`config.mk`:
```
export PLATFORM = sky130hd
export DESIGN_NAME = socks5_address_header_parser_unit
export DESIGN_NICKNAME = d
export VERILOG_FILES = /design/src/hdl/sahp_pkg.sv /design/src/hdl/sahp_in_reg.sv /design/src/hdl/sahp_core.sv /design/src/hdl/sahp_out_reg.sv /design/src/hdl/socks5_address_header_parser_unit.sv
export VERILOG_INCLUDE_DIRS = /design/src /design/src/hdl
export SDC_FILE = /design/constraint.sdc
export NUM_CORES = 1
export LEC_CHECK = 0
export BUFFER_PORTS_ARGS = -buffer_cell sky130_fd_sc_hd__clkbuf_2
export CAP_MARGIN = 20
export CORE_MARGIN = 4
export CORE_UTILIZATION = 53
export DETAILED_ROUTE_END_ITERATION = 16
export MAX_ROUTING_LAYER = met4
export PLACE_DENSITY = 0.83
export SYNTH_ARGS = -nofsm -noshare
export SYNTH_HDL_FRONTEND = slang
export SYNTH_SLANG_ARGS = --single-unit
```
`constraint.sdc`:
```
create_clock -name clk_i -period 3.55 [get_ports clk_i]
set_clock_uncertainty 0.05 [all_clocks]
set_input_delay 0.5325 -clock clk_i [delete_from_list [all_inputs] [get_ports clk_i]]
set_output_delay 0.5325 -clock clk_i [all_outputs]
set_load 0.02 [all_outputs]
```
`src/hdl/socks5_address_header_parser_unit_macros.svh`:
```
// Assertion macros for the SOCKS5 address header parser core, sahp_core.
// Every macro expects clk_i and rst_ni to be visible where it is used.
`ifndef SOCKS5_ADDRESS_HEADER_PARSER_UNIT_MACROS_SVH
`define SOCKS5_ADDRESS_HEADER_PARSER_UNIT_MACROS_SVH

// Same-cycle implication, checked outside of reset.
`define SAHP_ASSERT_IMPL(lbl, ante, cons, msg) \
  lbl: assert property (@(posedge clk_i) disable iff (!rst_ni) (ante) |-> (cons)) \
    else $error(msg);

// Next-cycle implication, checked outside of reset.
`define SAHP_ASSERT_NEXT(lbl, ante, cons, msg) \
  lbl: assert property (@(posedge clk_i) disable iff (!rst_ni) (ante) |=> (cons)) \
    else $error(msg);

`endif

```
`src/hdl/sahp_pkg.sv`:
```
// Package for the SOCKS5 address header parser: codes, beat types and constants.
// Used by every module of the block; depends on nothing.
`timescale 1ns / 1ps

package sahp_pkg;

  // Address type codes carried by the first header byte.
  localparam logic [7:0] ADDR_TYPE_V4   = 8'd1;
  localparam logic [7:0] ADDR_TYPE_NAME = 8'd3;
  localparam logic [7:0] ADDR_TYPE_V6   = 8'd4;

  // Header lengths in bytes.
  localparam logic [8:0] NAME_HDR_MIN_BYTES = 9'd5;
  localparam logic [8:0] V4_HDR_BYTES       = 9'd7;
  localparam logic [8:0] V6_HDR_BYTES       = 9'd19;
  localparam logic [8:0] HOST_LEN_OVERHEAD  = 9'd4;

  // Address field lengths for the fixed-size kinds.
  localparam logic [8:0] IPV4_ADDR_LEN = 9'd4;
  localparam logic [8:0] IPV6_ADDR_LEN = 9'd16;

  typedef enum logic [2:0] {
    PH_IDLE = 3'd0,
    PH_HLEN = 3'd1,
    PH_ADDR = 3'd2,
    PH_PHI  = 3'd3,
    PH_PLO  = 3'd4
  } phase_e;

  typedef enum logic [1:0] {
    KIND_IPV4 = 2'd0,
    KIND_HOST = 2'd1,
    KIND_IPV6 = 2'd2
  } kind_e;

  typedef enum logic [1:0] {
    ST_IGNORED  = 2'd0,
    ST_BUSY     = 2'd1,
    ST_DONE     = 2'd2,
    ST_BAD_TYPE = 2'd3
  } status_e;

  // One input beat.
  typedef struct packed {
    logic [7:0] data_byte;
    logic       start_req;
  } in_beat_t;

  // One result beat.
  typedef struct packed {
    status_e     status;
    logic        addr_valid;
    logic [7:0]  addr_byte;
    logic [7:0]  addr_index;
    logic [1:0]  addr_kind;
    logic [8:0]  bytes_remaining;
    logic [15:0] target_port;
    logic [8:0]  hdr_total_len;
  } result_t;

endpackage

```
`src/hdl/sahp_in_reg.sv`:
```
// Input register of the SOCKS5 address header parser.
// Holds one accepted beat until the parser core takes it; uses sahp_pkg.
`timescale 1ns / 1ps

module sahp_in_reg (
  input  logic               clk_i,
  input  logic               rst_ni,
  input  logic               in_valid_i,
  output logic               in_stall_o,
  input  sahp_pkg::in_beat_t beat_i,
  input  logic               take_i,
  output logic               valid_o,
  output sahp_pkg::in_beat_t beat_o
);
  import sahp_pkg::*;

  logic     valid_q;
  in_beat_t beat_q;

  // Stall while a held beat cannot move on this cycle.
  assign in_stall_o = valid_q && !take_i;

  // Valid flag.
  always_ff @(posedge clk_i or negedge rst_ni) begin
    if (!rst_ni) begin
      valid_q <= 1'b0;
    end else if (!in_stall_o) begin
      valid_q <= in_valid_i;
    end
  end

  // Payload, loaded only with a new beat.
  always_ff @(posedge clk_i) begin
    if (!in_stall_o && in_valid_i) begin
      beat_q <= beat_i;
    end
  end

  assign valid_o = valid_q;
  assign beat_o  = beat_q;

endmodule

```
`src/hdl/sahp_core.sv`:
```
// Parser core: the header state and the per-byte step that produces one result.
// Uses sahp_pkg and the assertion macros header.
`timescale 1ns / 1ps

module sahp_core (
  input  logic               clk_i,
  input  logic               rst_ni,
  input  logic               fire_i,
  input  sahp_pkg::in_beat_t beat_i,
  output sahp_pkg::result_t  res_o
);
  import sahp_pkg::*;

  `include "socks5_address_header_parser_unit_macros.svh"

  phase_e     phase_q, phase_d;
  kind_e      kind_q, kind_d;
  logic [7:0] host_len_q, host_len_d;
  logic [8:0] byte_count_q, byte_count_d;
  logic [7:0] port_high_q, port_high_d;

  logic [8:0] first_idx;
  logic [8:0] addr_idx;
  logic [8:0] addr_len;
  logic [8:0] count_inc;
  logic [8:0] total_after;
  logic [8:0] total_before;

  // Address index and length of the header in progress.
  assign first_idx = (kind_q == KIND_HOST) ? 9'd2 : 9'd1;
  assign addr_idx  = (byte_count_q >= first_idx) ? (byte_count_q - first_idx) : 9'd0;
  assign count_inc = byte_count_q + 9'd1;

  always_comb begin
    case (kind_q)
      KIND_IPV4: addr_len = IPV4_ADDR_LEN;
      KIND_IPV6: addr_len = IPV6_ADDR_LEN;
      default:   addr_len = {1'b0, host_len_q};
    endcase
  end

  // Next state.
  always_comb begin
    phase_d      = phase_q;
    kind_d       = kind_q;
    host_len_d   = host_len_q;
    byte_count_d = byte_count_q;
    port_high_d  = port_high_q;
    if (beat_i.start_req) begin
      host_len_d   = 8'd0;
      port_high_d  = 8'd0;
      byte_count_d = 9'd1;
      unique case (beat_i.data_byte)
        ADDR_TYPE_V4: begin
          kind_d  = KIND_IPV4;
          phase_d = PH_ADDR;
        end
        ADDR_TYPE_V6: begin
          kind_d  = KIND_IPV6;
          phase_d = PH_ADDR;
        end
        ADDR_TYPE_NAME: begin
          kind_d  = KIND_HOST;
          phase_d = PH_HLEN;
        end
        default: begin
          kind_d       = KIND_IPV4;
          byte_count_d = 9'd0;
          phase_d      = PH_IDLE;
        end
      endcase
    end else begin
      unique case (phase_q)
        PH_HLEN: begin
          host_len_d   = beat_i.data_byte;
          byte_count_d = 9'd2;
          phase_d      = (beat_i.data_byte == 8'd0) ? PH_PHI : PH_ADDR;
        end
        PH_ADDR: begin
          byte_count_d = count_inc;
          if (({1'b0, addr_idx} + 10'd1) >= {1'b0, addr_len}) begin
            phase_d = PH_PHI;
          end
        end
        PH_PHI: begin
          port_high_d  = beat_i.data_byte;
          byte_count_d = count_inc;
          phase_d      = PH_PLO;
        end
        PH_PLO: begin
          byte_count_d = count_inc;
          phase_d      = PH_IDLE;
        end
        default: begin
          phase_d = PH_IDLE;
        end
      endcase
    end
  end

  // Header length as known after this byte, and as known before it.
  always_comb begin
    case (kind_d)
      KIND_IPV4: total_after = V4_HDR_BYTES;
      KIND_IPV6: total_after = V6_HDR_BYTES;
      default: begin
        total_after = (phase_d == PH_HLEN) ? NAME_HDR_MIN_BYTES
                                           : (HOST_LEN_OVERHEAD + {1'b0, host_len_d});
      end
    endcase
    case (kind_q)
      KIND_IPV4: total_before = V4_HDR_BYTES;
      KIND_IPV6: total_before = V6_HDR_BYTES;
      default:   total_before = HOST_LEN_OVERHEAD + {1'b0, host_len_q};
    endcase
  end

  // Result fields.
  always_comb begin
    res_o                 = '0;
    res_o.status          = ST_IGNORED;
    if (beat_i.start_req) begin
      if (phase_d == PH_IDLE) begin
        res_o.status = ST_BAD_TYPE;
      end else begin
        res_o.status          = ST_BUSY;
        res_o.addr_kind       = kind_d;
        res_o.bytes_remaining = (total_after > byte_count_d) ? (total_after - byte_count_d)
                                                             : 9'd0;
      end
    end else begin
      unique case (phase_q) inside
        PH_HLEN, PH_ADDR, PH_PHI: begin
          res_o.status          = ST_BUSY;
          res_o.addr_kind       = kind_d;
          res_o.bytes_remaining = (total_after > byte_count_d) ? (total_after - byte_count_d)
                                                               : 9'd0;
          if (phase_q == PH_ADDR) begin
            res_o.addr_valid = 1'b1;
            res_o.addr_byte  = beat_i.data_byte;
            res_o.addr_index = addr_idx[7:0];
          end
        end
        PH_PLO: begin
          res_o.status        = ST_DONE;
          res_o.addr_kind     = kind_q;
          res_o.target_port   = {port_high_q, beat_i.data_byte};
          res_o.hdr_total_len = total_before;
        end
        default: begin
          res_o.status = ST_IGNORED;
        end
      endcase
    end
  end

  // State registers advance only when a beat moves to the result register.
  always_ff @(posedge clk_i or negedge rst_ni) begin
    if (!rst_ni) begin
      phase_q      <= PH_IDLE;
      kind_q       <= KIND_IPV4;
      host_len_q   <= 8'd0;
      byte_count_q <= 9'd0;
      port_high_q  <= 8'd0;
    end else if (fire_i) begin
      phase_q      <= phase_d;
      kind_q       <= kind_d;
      host_len_q   <= host_len_d;
      byte_count_q <= byte_count_d;
      port_high_q  <= port_high_d;
    end
  end

  `SAHP_ASSERT_NEXT(a_port_low_ends,
                    fire_i && !beat_i.start_req && phase_q == PH_PLO,
                    phase_q == PH_IDLE,
                    "parser did not go idle after the last port byte")
  `SAHP_ASSERT_IMPL(a_addr_only_busy,
                    fire_i && res_o.addr_valid,
                    res_o.status == ST_BUSY && res_o.addr_kind == kind_q,
                    "address byte reported outside an address field")
  `SAHP_ASSERT_IMPL(a_done_fields,
                    fire_i && res_o.status == ST_DONE,
                    res_o.bytes_remaining == 9'd0 && res_o.hdr_total_len >= HOST_LEN_OVERHEAD,
                    "completed header with bad length fields")
  `SAHP_ASSERT_NEXT(a_bad_type_idle,
                    fire_i && res_o.status == ST_BAD_TYPE,
                    phase_q == PH_IDLE && byte_count_q == 9'd0,
                    "unknown type byte left the parser busy")

endmodule

```
`src/hdl/sahp_out_reg.sv`:
```
// Result register of the SOCKS5 address header parser.
// Holds one result beat while the receiver stalls; uses sahp_pkg.
`timescale 1ns / 1ps

module sahp_out_reg (
  input  logic              clk_i,
  input  logic              rst_ni,
  input  logic              valid_i,
  input  sahp_pkg::result_t res_i,
  output logic              take_o,
  output logic              out_valid_o,
  input  logic              out_stall_i,
  output sahp_pkg::result_t res_o
);
  import sahp_pkg::*;

  logic    valid_q;
  result_t res_q;

  // The register can load when empty or when its beat leaves this cycle.
  assign take_o = valid_i && (!valid_q || !out_stall_i);

  always_ff @(posedge clk_i or negedge rst_ni) begin
    if (!rst_ni) begin
      valid_q <= 1'b0;
    end else if (!valid_q || !out_stall_i) begin
      valid_q <= valid_i;
    end
  end

  always_ff @(posedge clk_i) begin
    if (take_o) begin
      res_q <= res_i;
    end
  end

  assign out_valid_o = valid_q;
  assign res_o       = res_q;

endmodule

```
`src/hdl/socks5_address_header_parser_unit.sv`:
```
// SOCKS5 address header parser: one header byte in, one result beat out.
// Usage: beats enter on in_valid_i/in_stall_o with data_byte_i and start_req_i;
// start_req_i marks the address type byte and restarts parsing at any point.
// Each input beat yields exactly one result beat on out_valid_o/out_stall_i:
// status, the address byte with its index, the address kind, the bytes still
// needed and, on the last port byte, the port and the total header length.
// The held byte is parsed combinationally and its result is written to the result
// register when that register is empty or its beat leaves. Throughput is one byte
// per cycle while out_stall_i is low; the header state updates in the same cycle
// that a byte moves into the result register, so back-to-back bytes chain.
// Reset (rst_ni low, asynchronous) empties both registers and puts the parser
// idle; bytes without start_req_i while idle give an ignored-status result.
// When the receiver stalls, the result beat holds; an empty input register
// still takes one more byte, then in_stall_o stays high until the result is taken.
// Depends on sahp_pkg, sahp_in_reg, sahp_core and sahp_out_reg.
`timescale 1ns / 1ps

module socks5_address_header_parser_unit (
  input  logic        clk_i,
  input  logic        rst_ni,
  input  logic        in_valid_i,
  output logic        in_stall_o,
  input  logic [7:0]  data_byte_i,
  input  logic        start_req_i,
  output logic        out_valid_o,
  input  logic        out_stall_i,
  output logic [1:0]  status_o,
  output logic        addr_valid_o,
  output logic [7:0]  addr_byte_o,
  output logic [7:0]  addr_index_o,
  output logic [1:0]  addr_kind_o,
  output logic [8:0]  bytes_remaining_o,
  output logic [15:0] target_port_o,
  output logic [8:0]  hdr_total_len_o
);
  import sahp_pkg::*;

  in_beat_t in_beat;
  in_beat_t held_beat;
  logic     held_valid;
  logic     take;
  result_t  step_res;
  result_t  out_res;

  assign in_beat.data_byte = data_byte_i;
  assign in_beat.start_req = start_req_i;

  // Input register.
  sahp_in_reg u_in_reg (
    .clk_i      (clk_i),
    .rst_ni     (rst_ni),
    .in_valid_i (in_valid_i),
    .in_stall_o (in_stall_o),
    .beat_i     (in_beat),
    .take_i     (take),
    .valid_o    (held_valid),
    .beat_o     (held_beat)
  );

  // Header state and per-byte step.
  sahp_core u_core (
    .clk_i  (clk_i),
    .rst_ni (rst_ni),
    .fire_i (take),
    .beat_i (held_beat),
    .res_o  (step_res)
  );

  // Result register.
  sahp_out_reg u_out_reg (
    .clk_i       (clk_i),
    .rst_ni      (rst_ni),
    .valid_i     (held_valid),
    .res_i       (step_res),
    .take_o      (take),
    .out_valid_o (out_valid_o),
    .out_stall_i (out_stall_i),
    .res_o       (out_res)
  );

  // Result fields to ports.
  assign status_o          = out_res.status;
  assign addr_valid_o      = out_res.addr_valid;
  assign addr_byte_o       = out_res.addr_byte;
  assign addr_index_o      = out_res.addr_index;
  assign addr_kind_o       = out_res.addr_kind;
  assign bytes_remaining_o = out_res.bytes_remaining;
  assign target_port_o     = out_res.target_port;
  assign hdr_total_len_o   = out_res.hdr_total_len;

endmodule

```
[After elaboration in Yosys (flattened, before gate mapping)]
Index checks and enable logic that the tools add are counted.
Cells by class
  add/subtract/negate cells: 6
  order comparisons: 3
  eq/ne operators: 11
  muxes and demuxes: 29
  bitwise logic cells: 3
  reduce and logical (&&, ||, !) cells: 21
Operator list (count)
  $pmux W9 S2: 3
  $mux W9: 5
  $mux W8: 4
  $mux W11: 2
  $add A3 B8 Y9 const A: 2
  $sub A9 B9 Y9: 2
  $mux W17: 1
  $pmux W2 S2: 4
  $pmux W8 S2: 1
  $reduce_or A3 Y1: 4
  $add A9 B1 Y10 const B: 1
  $ge A10 B8 Y1: 1
  $add A9 B1 Y9 const B: 1
  $ge A9 B9 Y1: 1
  $gt A9 B9 Y1: 1
  $pmux W3 S3: 1
  $eq A8 B1 Y1 const B: 1
  $eq A8 B2 Y1 const B: 1
  $eq A8 B3 Y1 const B: 1
  $logic_not A8 Y1: 1
  $mux W2: 4
  $eq A3 B1 Y1 const B: 2
  $eq A3 B2 Y1 const B: 2
  $mux W3: 2
  other kinds (13): 25
Storage, ports and cells
  register bits after elaboration: 96
  input port bits: 13
  output and inout bits: 57
  word-level logic and storage cells: 90

[Depth between registers and ports, before layout]
  word-level depth: 16
  mapped depth: 20
  mapped depth without buffers: 18

[Cells and area by module]
From an unflattened synthesis, not the netlist that was laid out.
Unflattened totals
  cells, all modules: 497
  area, all modules: 5283.8 µm²
Modules (own cells, without submodules)
  sahp_core: instances 1, cells each 425, area each 3260.6 µm², sequential area each 750.7 µm²
  sahp_out_reg: instances 1, cells each 58, area each 1695.4 µm², sequential area each 1676.6 µm²
  sahp_in_reg: instances 1, cells each 14, area each 327.8 µm², sequential area each 295.3 µm²

[Worst setup path before layout]
Ideal clock, no wire load.
  kind: register -> register
  from: register u_core.kind_q[0]
  to: register u_core.phase_q[0]
  data arrival time: 3.473 ns
  required time: 3.371 ns
  slack: -0.102 ns
  cell stages (with the launch flop): 21
  buffers on the path: 2
  period minus slack after synthesis: 3.652 ns
  cells stage by stage: dfrtp_1 > clkbuf_1 > nand2b_1 > ha_1 > nand2b_1 > and2_1 > and4_2 > clkbuf_1 > nor2_1 > ha_1 > inv_1 > nor2_1 > o211ai_1 > nor3_1 > xor2_1 > ha_1 > nor2b_1 > o21ai_0 > nand2_1 > a211oi_1 > a21oi_1
On the way
  longest elaborated chain between the ends: 9
  elaborated cells on any way between the ends: 13
  those cells by class: add/sub (2); order compare (2); eq/ne (2); mux (6); reduce/logical (1)
Ends and longest elaborated chain
  start: declaration: line sahp_core.sv:17  | kind_e kind_q, kind_d;
  start signal: assignment: line sahp_core.sv:167  | kind_q <= kind_d;
  $eq A2 B1 Y1 *: line sahp_core.sv:30  | assign first_idx = (kind_q == KIND_HOST) ? 9'd2 : 9'd1;
  $mux W2 *: line sahp_core.sv:30
  $sub A9 B9 Y9 or $ge A9 B9 Y1 (tied branches): line sahp_core.sv:31  | assign addr_idx = (byte_count_q >= first_idx) ? (byte_count_q - first_idx) : 9'd0;
  $mux W9 *: line sahp_core.sv:31
  net u_core.addr_idx[0]: line sahp_core.sv:23  | logic [8:0] addr_idx;
  $add A9 B1 Y10 *: line sahp_core.sv:81  | if (({1'b0, addr_idx} + 10'd1) >= {1'b0, addr_len}) begin
  $ge A10 B8 Y1 *: line sahp_core.sv:81
  $mux W3 *: line sahp_core.sv:81
  $pmux W3 S3 *: line sahp_core.sv:73  | unique case (phase_q)
  $mux W3 *: line sahp_core.sv:49  | if (beat_i.start_req) begin
  end signal: assignment: line sahp_core.sv:166  | phase_q <= phase_d;
  end: declaration: line sahp_core.sv:16  | phase_e phase_q, phase_d;
The timed path passes the listed nets; every way through them passes the cells marked *.
A chain may end at the register's enable or synchronous reset.

==> results.py <==
metrics = {
    "synth": {
        "synthArstFlopShare_pct": 33.33,
        "synth_top_area_cell": "edfxtp_1",
        "yosysWarnings": 0,
        "synthesis.nets": 560,
        "synth_edf_count": 64,
        "synth_ff_type": "edfxtp_1",
        "synth.area.top_cells": "edfxtp_1 (36%), dfrtp_1 (15%), ha_1 (5.4%), nand2_1 (4.4%), nor2_1 (3.7%)",
        "netlist-cell-type-count": 61,
        "synth_top_area_share_pct": 35.84,
        "ys_ff_latch": 96,
        "synth_area_um2": 5363,
        "ys_seq_area_share_pct": 50.77,
        "avgSynthCellArea_um2": 10.27,
        "syn_inst": 522,
    },
    "cts": {
        "numCtsBuffers": 9,
        "clk-insertion-delay-late_ps": 380,
        "cts_tree": "built",
        "cts_root_buffer": "clkbuf_8",
        "clkTransAtPathRegs_ps": 100,
        "htree_levels": 3,
        "clockBufferDepth": 2,
        "cts_sinks": 96,
    },
    "worst_setup_path": {
        "crit_path_start_kind": "register",
        "reg2reg_from": "u_core.phase_q[1]",
        "crit_buf_inv": 0,
        "cp_max_fo": 5,
        "r2r_cells": 13,
        "required_ps": 3620,
        "cpLargestDelayFamily": "compound AO/OA/AOI/OAI gates",
        "slowest_stage": "or3b_4",
        "rrSetupSlack_ps": 3,
        "startpoint": "u_core.phase_q[1]",
        "endpoint": "u_out_reg.res_o[27]",
        "cp-end-kind": "register",
        "r2r-end": "u_out_reg.res_o[27]",
        "cp_num_cells": 13,
        "slowest_delay_ps": 470,
        "crit_chain": "or3b_4, mux2i_4, nor2_2, ha_2, and3_4, xnor2_2, nor2_1, ha_1, a21o_1, o32a_1, o41a_1, a31oi_4, nor3_1",
        "crit_type": "register to register",
        "arrival_ps": 3610,
    },
    "global_routing": {
        "track_usage_pct": 24.96,
        "antenna_found_initial": 0,
        "grt_pass1_vias": 4354,
        "grt_pass1_wl_um": 21990,
        "grt_start_max_net_pins": 33,
        "overflow": 0,
    },
    "route": {
        "routed_wirelength_um": 13620,
        "avgRoutedWirePerCell_um": 17.46,
        "num_vias": 4470,
        "drtPass1Iterations": 5,
        "ant_nets": 0,
        "route.detailed.drc": 0,
        "vias_per_cell": 5.731,
        "drt_iter0_markers": 367,
    },
    "hold_path": {
        "hold_class": "primary input to async pin",
    },
    "timing": {
        "report.final.slew_viol_count": 0,
        "tightest_slew_ps": 879.2,
        "tns_ps": 0,
        "fmax_mhz": 281.9,
        "period_share_pct": 99.93,
        "hold_viol": 0,
        "fin_crit_ps": 3547,
        "setup_viol": 0,
        "max-slew-margin-rel_pct": 41.39,
        "rsz0062_at_grt": "yes",
    },
    "final_layout": {
        "layout-area-overhead-vs-synth_pct": 23.54,
        "final_nets": 680,
        "diodes": 0,
        "drive_gt1_share_pct": 30.45,
        "fin_util_pct": 67.47,
        "final_area_um2": 6625,
    },
    "power": {
        "p_per_area_nw_per_um2": 677.5,
        "power_frac_seq_pct": 32.6,
        "leakagePower_nw": 2.813,
        "pwr-share-comb_pct": 52.7,
        "p_int_w": 0.002658,
        "ir_worst_vdd_mv": 0.3408,
        "swShare_pct": 40.77,
        "power_w": 0.004488,
        "power.share.clock_pct": 14.7,
        "p_sw_w": 0.001830,
    },
    "place": {
        "io_buffers": 69,
        "hpwl_um": 9864,
        "placedInstanceArea_um2": 6205,
        "place_congestion": 0.9898,
    },
    "run_status": {
        "status": "completed",
    },
    "floorplan": {
        "rows": 36,
        "io_pins": 70,
        "die_w_um": 108.6,
        "start_util_pct": 54.61,
        "die_height_um": 108.6,
        "design.core.area_um2": 9819,
        "die-area_um2": 11790,
    },
    "flow_run": {
        "maxCapViolations": 0,
    },
}
cells in the mapped netlist, drive strengths merged, types with 3 or more instances:
cell type  number
edfxtp         64
nand2b         10
a311o           3
nor2b           5
clkbuf         19
a31oi           7
o21a            6
mux2i           4
nand4           4
and3           12
nand2          63
nor4            6
xor2           14
nand3          16
o21ai          22
xnor2          14
or3             3
a22o            8
a21o            6
o22ai           3
ha             23
inv            16
a211oi          7
dfrtp          32
and2           22
nor3           18
o21bai          3
buf             8
nor2           53
nor3b           4
a21oi          22
cell type report:
| type | instances | area (µm²) |
|---|---|---|
| clock inverters | 5 | 40.04 |
| flip-flops and latches | 96 | 2724 |
| multi-input cells | 383 | 2655 |
| clock buffers | 11 | 131.4 |
| inverters | 17 | 63.81 |
| repair buffers | 135 | 844.6 |
| fillers | 760 | 3194 |
| well taps | 133 | 166.4 |
kinds of logic after synthesis:
kind of cell / after synthesis / synth area share [%]
mux: 5 / 0.9566
simple gates: 224 / 21.05
compound gates: 100 / 13.09
fa+ha+maj: 25 / 6.113
buf+inv: 44 / 3.453
flops: 96 / 50.77
xor+xnor: 28 / 4.573
flip-flops by register name (all words and copies together) (netlist names):
name	flops
u_in_reg.beat_o	9
u_in_reg.valid_o	1
u_core.port_high_q	8
u_out_reg.res_o	55
u_core.byte_count_q	9
u_core.host_len_q	8
u_out_reg.out_valid_o	1
u_core.phase_q	3
u_core.kind_q	2
worst min path at each step:
stage               slack [ps]  depth (start not counted)                endpoint
floorplan                  190                          0  u_core.byte_count_q[0]
global placement           420                          1   u_out_reg.out_valid_o
detailed placement         430                          1   u_out_reg.out_valid_o
CTS                        230                          1        u_in_reg.valid_o
global route               250                          1   u_out_reg.out_valid_o
finish                     200                          1   u_out_reg.out_valid_o
metrics by stage:
step | hold slack (ps) | std cells | worst slack (ps)
global route | 247.1 | 780 | -169.1
global placement | 422.1 | 756 | 9.728
finish | 201.8 | 780 | 2.560
detailed placement | 427.0 | 756 | -75.26
floorplan | 186.9 | 522 | 17.12
CTS | 230.4 | 775 | 7.975
layer usage:
layer  routed length, µm  track usage [%]  up-vias
met5                   0                -        -
met4                 379            10.46        0
met3                 980            3.940       46
met2                6559            39.23      200
met1                5702            32.42     2107
li1                    -                -     2117
power groups by stage:
| stage | Clock (W) | Sequential [W] | Combinational, W |
|---|---|---|---|
| 6_report | 0.000659 | 0.00146 | 0.00236 |
| 3_5_place_dp | 0 | 0.00147 | 0.00209 |
| 4_1_cts | 0.000665 | 0.00145 | 0.00215 |
| 2_1_floorplan | 0 | 0.00155 | 0.00125 |
| 5_1_grt | 0.000725 | 0.00148 | 0.00258 |
| 3_3_place_gp | 0 | 0.00147 | 0.00201 |
cells in the final DEF, fill, tap and decap left out, types with 9 or more instances in the layout:
cell type,synthesis,layout
buf_4,0,65
a21oi_1,22,20
and2_1,22,22
dfrtp_1,32,31
clkbuf_2,0,69
xnor2_1,14,11
inv_1,16,16
nand2_1,63,63
nor3_1,18,14
clkbuf_8,0,9
o21ai_0,20,17
nor2_1,53,47
nand2b_1,10,9
nand3_1,15,15
ha_1,23,20
edfxtp_1,64,64
and3_1,12,11
xor2_1,14,14
what timing repair did:
item,4_1_cts,5_1_grt
buffers inserted,2,5
cloned,1,0
endpoints found under the hold margin,0,0
gates resized for setup,5,37
endpoints found under the setup margin,9,10
hold buffers,0,0
pin swaps,3,13
Note: power is estimated with default switching activity, not from simulation.
